## src/rtl/core/fuel_dispense_valve_sequencer_defines.svh

```systemverilog
// Assertion macros for the fuel dispense valve sequencer.
`ifndef FUEL_DISPENSE_VALVE_SEQUENCER_DEFINES_SVH
`define FUEL_DISPENSE_VALVE_SEQUENCER_DEFINES_SVH

// Same-cycle implication, sampled on aclk, off during reset.
`define FDVS_ASSERT_NOW(label, clk, rstn, ante, cons, msg) \
    label: assert property (@(posedge clk) disable iff (!rstn) (ante) |-> (cons)) \
        else $error(msg);

// Next-cycle implication, sampled on aclk, off during reset.
`define FDVS_ASSERT_NEXT(label, clk, rstn, ante, cons, msg) \
    label: assert property (@(posedge clk) disable iff (!rstn) (ante) |=> (cons)) \
        else $error(msg);

`endif

```

## src/rtl/core/fdvs_pkg.sv

```systemverilog
// Types and constants shared by the fuel dispense valve sequencer.
`timescale 1ns / 1ps

package fdvs_pkg;

    localparam int LIMIT_W = 17;
    localparam int PULSE_W = 18;
    localparam int ML_W    = 18;
    localparam int EVENT_W = 2;
    localparam int PROD_W  = LIMIT_W + 4;

    localparam logic [LIMIT_W-1:0] LIMIT_RESET = 17'd1000;

    localparam logic [EVENT_W-1:0] EV_NONE    = 2'd0;
    localparam logic [EVENT_W-1:0] EV_PRESS   = 2'd1;
    localparam logic [EVENT_W-1:0] EV_RELEASE = 2'd2;
    localparam logic [EVENT_W-1:0] EV_NOZZLE  = 2'd3;

    typedef enum logic [1:0] {
        MODE_IDLE    = 2'd0,
        MODE_READY   = 2'd1,
        MODE_SHUNT   = 2'd2,
        MODE_RUNNING = 2'd3
    } mode_t;

    typedef struct packed {
        logic [EVENT_W-1:0] handle_event;
        logic [PULSE_W-1:0] pulse_count;
        logic [ML_W-1:0]    milliliters_now;
    } item_t;

    typedef struct packed {
        logic            run_valve;
        logic            shunt_valve;
        logic            reset_counter;
        logic            fueling_done;
        logic            report_valid;
        logic            report_final;
        logic [ML_W-1:0] report_milliliters;
    } result_t;

endpackage

```

## src/rtl/core/fdvs_apb_regs.sv

```systemverilog
// APB configuration register holding the dispensing limit.
`timescale 1ns / 1ps

module fdvs_apb_regs
    import fdvs_pkg::*;
(
    input  logic               aclk,
    input  logic               aresetn,
    input  logic               psel,
    input  logic               penable,
    input  logic               pwrite,
    input  logic [2:0]         paddr,
    input  logic [31:0]        pwdata,
    output logic [31:0]        prdata,
    output logic               pready,
    output logic [LIMIT_W-1:0] limit_ml
);

    localparam logic REG_LIMIT = 1'b0;

    logic [LIMIT_W-1:0] limit_reg;
    logic               wr_en;

    assign pready   = 1'b1;
    assign wr_en    = psel && penable && pwrite && pready && (paddr[2] == REG_LIMIT);
    assign limit_ml = limit_reg;

    always_ff @(posedge aclk) begin
        if (!aresetn) begin
            limit_reg <= LIMIT_RESET;
        end else if (wr_en) begin
            limit_reg <= pwdata[LIMIT_W-1:0];
        end
    end

    always_comb begin
        prdata = '0;
        unique case (paddr[2])
            REG_LIMIT: prdata = 32'(limit_reg);
            default:   prdata = '0;
        endcase
    end

endmodule

```

## src/rtl/core/fdvs_step.sv

```systemverilog
// Mode state and single-pass next-state logic for one transaction.
`timescale 1ns / 1ps

module fdvs_step
    import fdvs_pkg::*;
#(
    parameter int PULSES_PER_TENTH_LITRE = 112
) (
    input  logic               aclk,
    input  logic               aresetn,
    input  logic               advance,
    input  item_t              item,
    input  logic [LIMIT_W-1:0] limit_ml,
    output result_t            res
);

    localparam int STEP_W = $clog2(PULSES_PER_TENTH_LITRE + 1);
    localparam int SUM_W  = ((PULSE_W > STEP_W) ? PULSE_W : STEP_W) + 1;
    localparam logic [SUM_W-1:0] STEP = SUM_W'(PULSES_PER_TENTH_LITRE);

    mode_t              mode_reg, mode_next;
    logic [PULSE_W-1:0] start_reg, start_next;
    logic               run_reg, run_next;
    logic               shunt_reg, shunt_next;

    logic [PROD_W-1:0]  limit_prod;
    logic [SUM_W-1:0]   limit_p;
    logic [SUM_W-1:0]   pulses;
    logic [SUM_W-1:0]   pulses_ahead;
    logic [PULSE_W-1:0] since_start;
    logic               no_limit;
    logic               released;
    logic               rst_cnt, done, rep, fin;

    // limit * 9 / 8
    assign limit_prod   = {1'b0, limit_ml, 3'b000} + PROD_W'(limit_ml);
    assign limit_p      = SUM_W'(limit_prod[PROD_W-1:3]);
    assign no_limit     = (limit_ml == '0);
    assign pulses       = SUM_W'(item.pulse_count);
    assign pulses_ahead = pulses + STEP;
    assign since_start  = item.pulse_count - start_reg;
    assign released     = (item.handle_event == EV_RELEASE);

    always_comb begin
        mode_next  = mode_reg;
        start_next = start_reg;
        run_next   = run_reg;
        shunt_next = shunt_reg;
        rst_cnt    = 1'b0;
        done       = 1'b0;
        rep        = 1'b0;
        fin        = 1'b0;
        unique case (mode_reg)
            MODE_IDLE: begin
                if (item.handle_event == EV_NOZZLE) begin
                    rst_cnt   = 1'b1;
                    mode_next = MODE_READY;
                end
            end
            MODE_READY: begin
                if (item.handle_event == EV_NOZZLE) begin
                    rst_cnt    = 1'b1;
                    done       = 1'b1;
                    run_next   = 1'b0;
                    shunt_next = 1'b0;
                    mode_next  = MODE_IDLE;
                end else if (item.handle_event == EV_PRESS &&
                             (no_limit || pulses < limit_p)) begin
                    run_next   = 1'b1;
                    shunt_next = 1'b1;
                    start_next = item.pulse_count;
                    mode_next  = MODE_SHUNT;
                end
            end
            MODE_SHUNT: begin
                rep = 1'b1;
                if (released) begin
                    run_next   = 1'b0;
                    shunt_next = 1'b0;
                    mode_next  = MODE_READY;
                end
                if (!no_limit && pulses_ahead >= limit_p) begin
                    if (pulses >= limit_p) begin
                        run_next   = 1'b0;
                        shunt_next = 1'b0;
                        fin        = 1'b1;
                        mode_next  = MODE_READY;
                    end
                end else if (!released && item.pulse_count >= start_reg &&
                             SUM_W'(since_start) >= STEP) begin
                    shunt_next = 1'b0;
                    mode_next  = MODE_RUNNING;
                end
            end
            MODE_RUNNING: begin
                rep = 1'b1;
                if (released) begin
                    run_next  = 1'b0;
                    fin       = 1'b1;
                    mode_next = MODE_READY;
                end else if (!no_limit && pulses_ahead > limit_p) begin
                    shunt_next = 1'b1;
                    start_next = item.pulse_count;
                    mode_next  = MODE_SHUNT;
                end
            end
            default: mode_next = MODE_IDLE;
        endcase

        res.run_valve          = run_next;
        res.shunt_valve        = shunt_next;
        res.reset_counter      = rst_cnt;
        res.fueling_done       = done;
        res.report_valid       = rep;
        res.report_final       = rep && fin;
        res.report_milliliters = rep ? item.milliliters_now : '0;
    end

    always_ff @(posedge aclk) begin
        if (!aresetn) begin
            mode_reg  <= MODE_IDLE;
            start_reg <= '0;
            run_reg   <= 1'b0;
            shunt_reg <= 1'b0;
        end else if (advance) begin
            mode_reg  <= mode_next;
            start_reg <= start_next;
            run_reg   <= run_next;
            shunt_reg <= shunt_next;
        end
    end

endmodule

```

## src/rtl/core/fuel_dispense_valve_sequencer.sv

```systemverilog
// Fuel dispense valve sequencer: a meter-and-handle transaction in, one valve command out.
// Input channel s_*: handle event plus the flow meter's pulse and millilitre counts.
// Result channel m_*: run/shunt valve levels, counter reset and fueling-done strobes,
// and a volume report while fuel flows. Every input transaction yields one result.
// APB port: register 0 at byte address 0 is the limit in millilitres (0 = unlimited).
// Path: an accepted input lands in the input register, and the result register loads
// from it when the step advances (input register, then result register). Throughput:
// one transaction per cycle while m_ready is high; the single-pass mode update between
// the two registers sets that figure.
// Stalls: when m_ready is low the result register holds, the input register fills,
// and s_ready drops only once both are occupied.
// Reset (aresetn low, synchronous): mode idle, both valves closed, limit 1000 ml,
// both channels empty.
`timescale 1ns / 1ps

`include "fuel_dispense_valve_sequencer_defines.svh"

module fuel_dispense_valve_sequencer
    import fdvs_pkg::*;
#(
    parameter int PULSES_PER_TENTH_LITRE = 112
) (
    input  logic               aclk,
    input  logic               aresetn,
    input  logic               psel,
    input  logic               penable,
    input  logic               pwrite,
    input  logic [2:0]         paddr,
    input  logic [31:0]        pwdata,
    output logic [31:0]        prdata,
    output logic               pready,
    input  logic               s_valid,
    output logic               s_ready,
    input  logic [EVENT_W-1:0] s_handle_event,
    input  logic [PULSE_W-1:0] s_pulse_count,
    input  logic [ML_W-1:0]    s_milliliters_now,
    output logic               m_valid,
    input  logic               m_ready,
    output logic               m_run_valve,
    output logic               m_shunt_valve,
    output logic               m_reset_counter,
    output logic               m_fueling_done,
    output logic               m_report_valid,
    output logic               m_report_final,
    output logic [ML_W-1:0]    m_report_milliliters
);

    logic [LIMIT_W-1:0] limit_ml;
    logic               in_valid_reg;
    item_t              item_reg;
    logic               out_valid_reg;
    result_t            out_reg;
    result_t            res;
    logic               advance;

    fdvs_apb_regs u_regs (
        .aclk     (aclk),
        .aresetn  (aresetn),
        .psel     (psel),
        .penable  (penable),
        .pwrite   (pwrite),
        .paddr    (paddr),
        .pwdata   (pwdata),
        .prdata   (prdata),
        .pready   (pready),
        .limit_ml (limit_ml)
    );

    fdvs_step #(
        .PULSES_PER_TENTH_LITRE (PULSES_PER_TENTH_LITRE)
    ) u_step (
        .aclk     (aclk),
        .aresetn  (aresetn),
        .advance  (advance),
        .item     (item_reg),
        .limit_ml (limit_ml),
        .res      (res)
    );

    assign advance = in_valid_reg && (!out_valid_reg || m_ready);
    assign s_ready = !in_valid_reg || advance;

    always_ff @(posedge aclk) begin
        if (!aresetn) begin
            in_valid_reg  <= 1'b0;
            out_valid_reg <= 1'b0;
        end else begin
            if (s_ready) begin
                in_valid_reg <= s_valid;
            end
            if (advance) begin
                out_valid_reg <= 1'b1;
            end else if (m_ready) begin
                out_valid_reg <= 1'b0;
            end
        end
    end

    always_ff @(posedge aclk) begin
        if (s_ready && s_valid) begin
            item_reg.handle_event    <= s_handle_event;
            item_reg.pulse_count     <= s_pulse_count;
            item_reg.milliliters_now <= s_milliliters_now;
        end
        if (advance) begin
            out_reg <= res;
        end
    end

    assign m_valid              = out_valid_reg;
    assign m_run_valve          = out_reg.run_valve;
    assign m_shunt_valve        = out_reg.shunt_valve;
    assign m_reset_counter      = out_reg.reset_counter;
    assign m_fueling_done       = out_reg.fueling_done;
    assign m_report_valid       = out_reg.report_valid;
    assign m_report_final       = out_reg.report_final;
    assign m_report_milliliters = out_reg.report_milliliters;

    // Shunt is only ever open together with the main valve.
    `FDVS_ASSERT_NOW(a_shunt_needs_run, aclk, aresetn, m_valid && m_shunt_valve, m_run_valve, "shunt open with run valve closed")

    // Counter reset strobes only outside flow, reports only during flow.
    `FDVS_ASSERT_NOW(a_reset_vs_report, aclk, aresetn, m_valid && m_reset_counter, !m_report_valid, "counter reset during a flow report")

    // Input side stalls only when both stages hold a transaction.
    `FDVS_ASSERT_NOW(a_stall_cause, aclk, aresetn, !s_ready, in_valid_reg && m_valid && !m_ready, "input stalled without a full pipeline")

    // A held result with a stalled receiver is still there next cycle.
    `FDVS_ASSERT_NEXT(a_result_held, aclk, aresetn, m_valid && !m_ready, m_valid && $stable(out_reg), "result changed while stalled")

endmodule
```

## config.mk

```make
export PLATFORM = sky130hd
export DESIGN_NAME = fuel_dispense_valve_sequencer
export DESIGN_NICKNAME = d
export VERILOG_FILES = /design/src/rtl/core/fdvs_pkg.sv /design/src/rtl/core/fdvs_apb_regs.sv /design/src/rtl/core/fdvs_step.sv /design/src/rtl/core/fuel_dispense_valve_sequencer.sv
export VERILOG_INCLUDE_DIRS = /design/src /design/src/rtl/core
export SDC_FILE = /design/constraint.sdc
export NUM_CORES = 1
export LEC_CHECK = 0
export BUFFER_PORTS_ARGS = -buffer_cell sky130_fd_sc_hd__buf_2
export CORE_UTILIZATION = 52
export CTS_BUF_LIST = sky130_fd_sc_hd__clkbuf_8
export DETAILED_ROUTE_END_ITERATION = 10
export GPL_TIMING_DRIVEN = 0
export PLACE_DENSITY = 0.84
export SYNTH_ARGS = -nofsm -noshare
export SYNTH_HDL_FRONTEND = slang
export SYNTH_HIERARCHICAL = 1
export SYNTH_SLANG_ARGS = --single-unit
```

## constraint.sdc

```tcl
create_clock -name aclk -period 9.15 [get_ports aclk]
set_clock_uncertainty 0.15 [all_clocks]
set_input_delay 1.3725 -clock aclk [delete_from_list [all_inputs] [get_ports aclk]]
set_output_delay 1.3725 -clock aclk [all_outputs]
set_load 0.03 [all_outputs]
```

==> load_flow_metrics.sql <==
INSERT INTO impl_metrics (metric_group, metric, value, unit) VALUES
('drt', 'totalWireLength', '15.0', 'mm'),
('critical_path', 'timing.critical_path.buf_inv', '1', ''),
('finish', 'final_nets', '996', ''),
('global_routing', 'first_global_vias', '5478', ''),
('critical_path', 'crit-reg2reg-capture', 'm_shunt_valve', ''),
('cts', 'post_cts.repair.setup_buffers', '0', ''),
('sta', 'drv_slew', '0', ''),
('synthesis', 'number_of_different_library_cells_in_the_post_synthesis_netlist', '76', ''),
('critical_path', 'crit-reg2reg-launch', 'u_regs/limit_ml[4]', ''),
('cts', 'cts_root_buffer', 'sky130_fd_sc_hd__clkbuf_8', ''),
('power', 'power.total', '1.05', 'mW'),
('drt', 'ant_nets', '0', ''),
('critical_path', 'cp_slowest_stage_delay', '0.46', 'ns'),
('drt', 'detail_route.vias_per_cell', '5.48', ''),
('synthesis', 'synth_commonest_cells', 'sky130_fd_sc_hd__nand2_1 (66), sky130_fd_sc_hd__ha_1 (63), sky130_fd_sc_hd__edfxtp_1 (62), sky130_fd_sc_hd__nor2b_1 (44), sky130_fd_sc_hd__dfxtp_1 (41)', ''),
('die', 'floorplan.io_pins', '139', ''),
('drt', 'drtIter0Drc', '252', ''),
('cts', 'insertion_delay', '0.39', 'ns'),
('finish', 'post-route-cell-area', '8070', 'um2'),
('worst_hold_path', 'hold_path.startpoint', 'u_step/start_reg[3]', ''),
('sta', 'layout_worst_path_cycle_share', '56.1', '%'),
('global_routing', 'grt_start_max_net_pins', '33', ''),
('die', 'floorplan.die.width', '118', 'um'),
('worst_hold_path', 'worstHoldPathType', 'reg -> reg', ''),
('cts', 'cts_hold_buffers', '0', ''),
('critical_path', 'cp-end-kind', 'flop', ''),
('drt', 'detailroute.via_count', '5665', ''),
('cts', 'cts.sinks', '103', ''),
('cts', 'clock_tree_from_tritoncts', 'built', ''),
('drt', 'wl_met1', '6.57', 'mm'),
('sta', 'period_needed', '5.14', 'ns'),
('power', 'powerDensity', '131', 'nW/um2'),
('worst_hold_path', 'whs_endpoint', 'u_step/start_reg[3]', ''),
('critical_path', 'worstPathArrival', '5.25', 'ns'),
('outcome', 'failed_checks', 'DRC', ''),
('synthesis', 'synth.most_common_cell', 'sky130_fd_sc_hd__nand2_1', ''),
('synthesis', 'syn_avg_cell_area', '9.70', 'um2'),
('die', 'core_region_area', '13200', 'um2'),
('global_routing', 'grt_first_pass_wirelength', '25.1', 'mm'),
('synthesis', 'yosys_warnings', '6', ''),
('cts', 'cts_resized', '0', ''),
('synthesis', 'synth_cells', '721', ''),
('critical_path', 'r2r_setup_slack', '4.01', 'ns'),
('critical_path', 'critical_path_peak_fanout', '5', ''),
('critical_path', 'cpMaxStageDelayCell', 'sky130_fd_sc_hd__nor4b_1', ''),
('sta', 'layout_setup_ws', '4.01', 'ns'),
('synthesis', 'synth_area_leader_cell', 'sky130_fd_sc_hd__edfxtp_1', ''),
('synthesis', 'yosys_register_bits', '103', ''),
('flow_run', 'max-cap-violations', '0', ''),
('drt', 'detailroute.wirelength.met2', '7.35', 'mm'),
('placed_design', 'place.port_buffers', '105', ''),
('critical_path', 'criticalPathCategory', 'reg -> reg', ''),
('die', 'fp.dieArea', '13900', 'um2'),
('power', 'irDropWorstVdd', '0.0860', 'mV'),
('die', 'chipHeight', '118', 'um'),
('drt', 'drc', '2', ''),
('finish', 'largest_register_ffs', '38', ''),
('finish', 'post_route_cells_drive_above_1_share', '20.5', '%'),
('power', 'power.static_leakage', '3.48', 'nW'),
('placed_design', 'dp_slack', '4.12', 'ns'),
('sta', 'setup_viol', '0', ''),
('drt', 'post_drt_wl_per_cell', '14.5', 'um'),
('synthesis', 'synth_top_cell_area_share', '26.6', '%'),
('sta', 'achievable-frequency', '195', 'MHz'),
('synthesis', 'synth.cell_area', '7000', 'um2'),
('synthesis', 'async_flop_share', '0', '%'),
('outcome', 'run_status', 'complete, but fails checks', ''),
('drt', 'top_layer_used', 'met4', ''),
('worst_hold_path', 'holdPathStages', '2', ''),
('finish', 'antenna-diode-count', '0', ''),
('cts', 'ctsLongestPathBuffers', '2', '');
## tightest hold or removal path, cell delays in order (launching register included)
cell and delay [ns]:
sky130_fd_sc_hd__dfxtp_1 0.34, sky130_fd_sc_hd__mux2i_1 0.07, sky130_fd_sc_hd__nor2_1 0.07
## power by group
group | internal, mW | switching (mW)
clock network | 0.158 | 0.170
logic | 0.0841 | 0.119
registers | 0.508 | 0.0149
total | 0.750 | 0.304
## worst max-delay path by stage
stage | from | to
4_1_cts | u_regs/limit_ml[4] | u_step/start_reg[15]
5_1_grt | u_regs/limit_ml[4] | u_step/start_reg[15]
3_5_place_dp | u_regs/limit_ml[4] | u_step/start_reg[15]
3_3_place_gp | m_ready | item_reg[26]
6_report | u_regs/limit_ml[4] | m_shunt_valve
2_1_floorplan | u_regs/limit_ml[4] | m_shunt_valve
## kinds of logic after synthesis
logic type	after synthesis	synth area share (%)
buffers and inverters	80	6.12
multiplexers	38	5.47
AND/OR/NAND/NOR	265	20.6
flip-flops	103	38.3
AO/OA/AOI/OAI	132	13.1
XOR/XNOR	35	4.38
adder cells (fa/ha/maj)	66	11.9
other	2	0.107
## cells in the final DEF (no fill, tap or decap), drive strengths merged, types with 4 or more instances in the layout
master and instances:
buf 132, nand2 66, ha 63, edfxtp 62, nor2b 45, inv 42
dfxtp 41, nor2 40, a21oi 38, mux2i 36, o21ai 23, and2 22
clkbuf 22, xnor2 18, xor2 17, conb 16, nand3 14, nor3 13
nand4 12, a21o 11, a211oi 11, nand2b 10, nor4 9, or3 8
o21a 7, and2b 7, nor3b 5, o211ai 5, a31oi 4, o2111ai 4
## metrics by stage
step / std cells / util, % / hold WS (ns)
final: 1033 / 61.2 / 0.356
after global routing: 1033 / 61.2 / 0.388
after detailed placement: 1017 / 59.4 / 0.333
after CTS: 1033 / 61.2 / 0.356
after floorplan: 735 / - / 0.311
after global placement: 1016 / 59.1 / 0.325
## layer usage
layer | GRT usage [%] | vias up
met5 | 0 | -
met4 | 9.54 | 0
met3 | 4.75 | 23
met2 | 38.7 | 168
met1 | 26.8 | 2641
li1 | - | 2833
## layout make-up
type | count | area [um2]
well taps | 176 | 220
flip-flops and latches | 103 | 2680
multi-input cells | 552 | 3960
clock buffers | 9 | 124
plain buffers | 39 | 274
repair buffers | 106 | 553
inverters | 41 | 154
clock inverters | 7 | 104
fillers | 1085 | 5120
No activity file was read; power rests on OpenSTA's default activity.
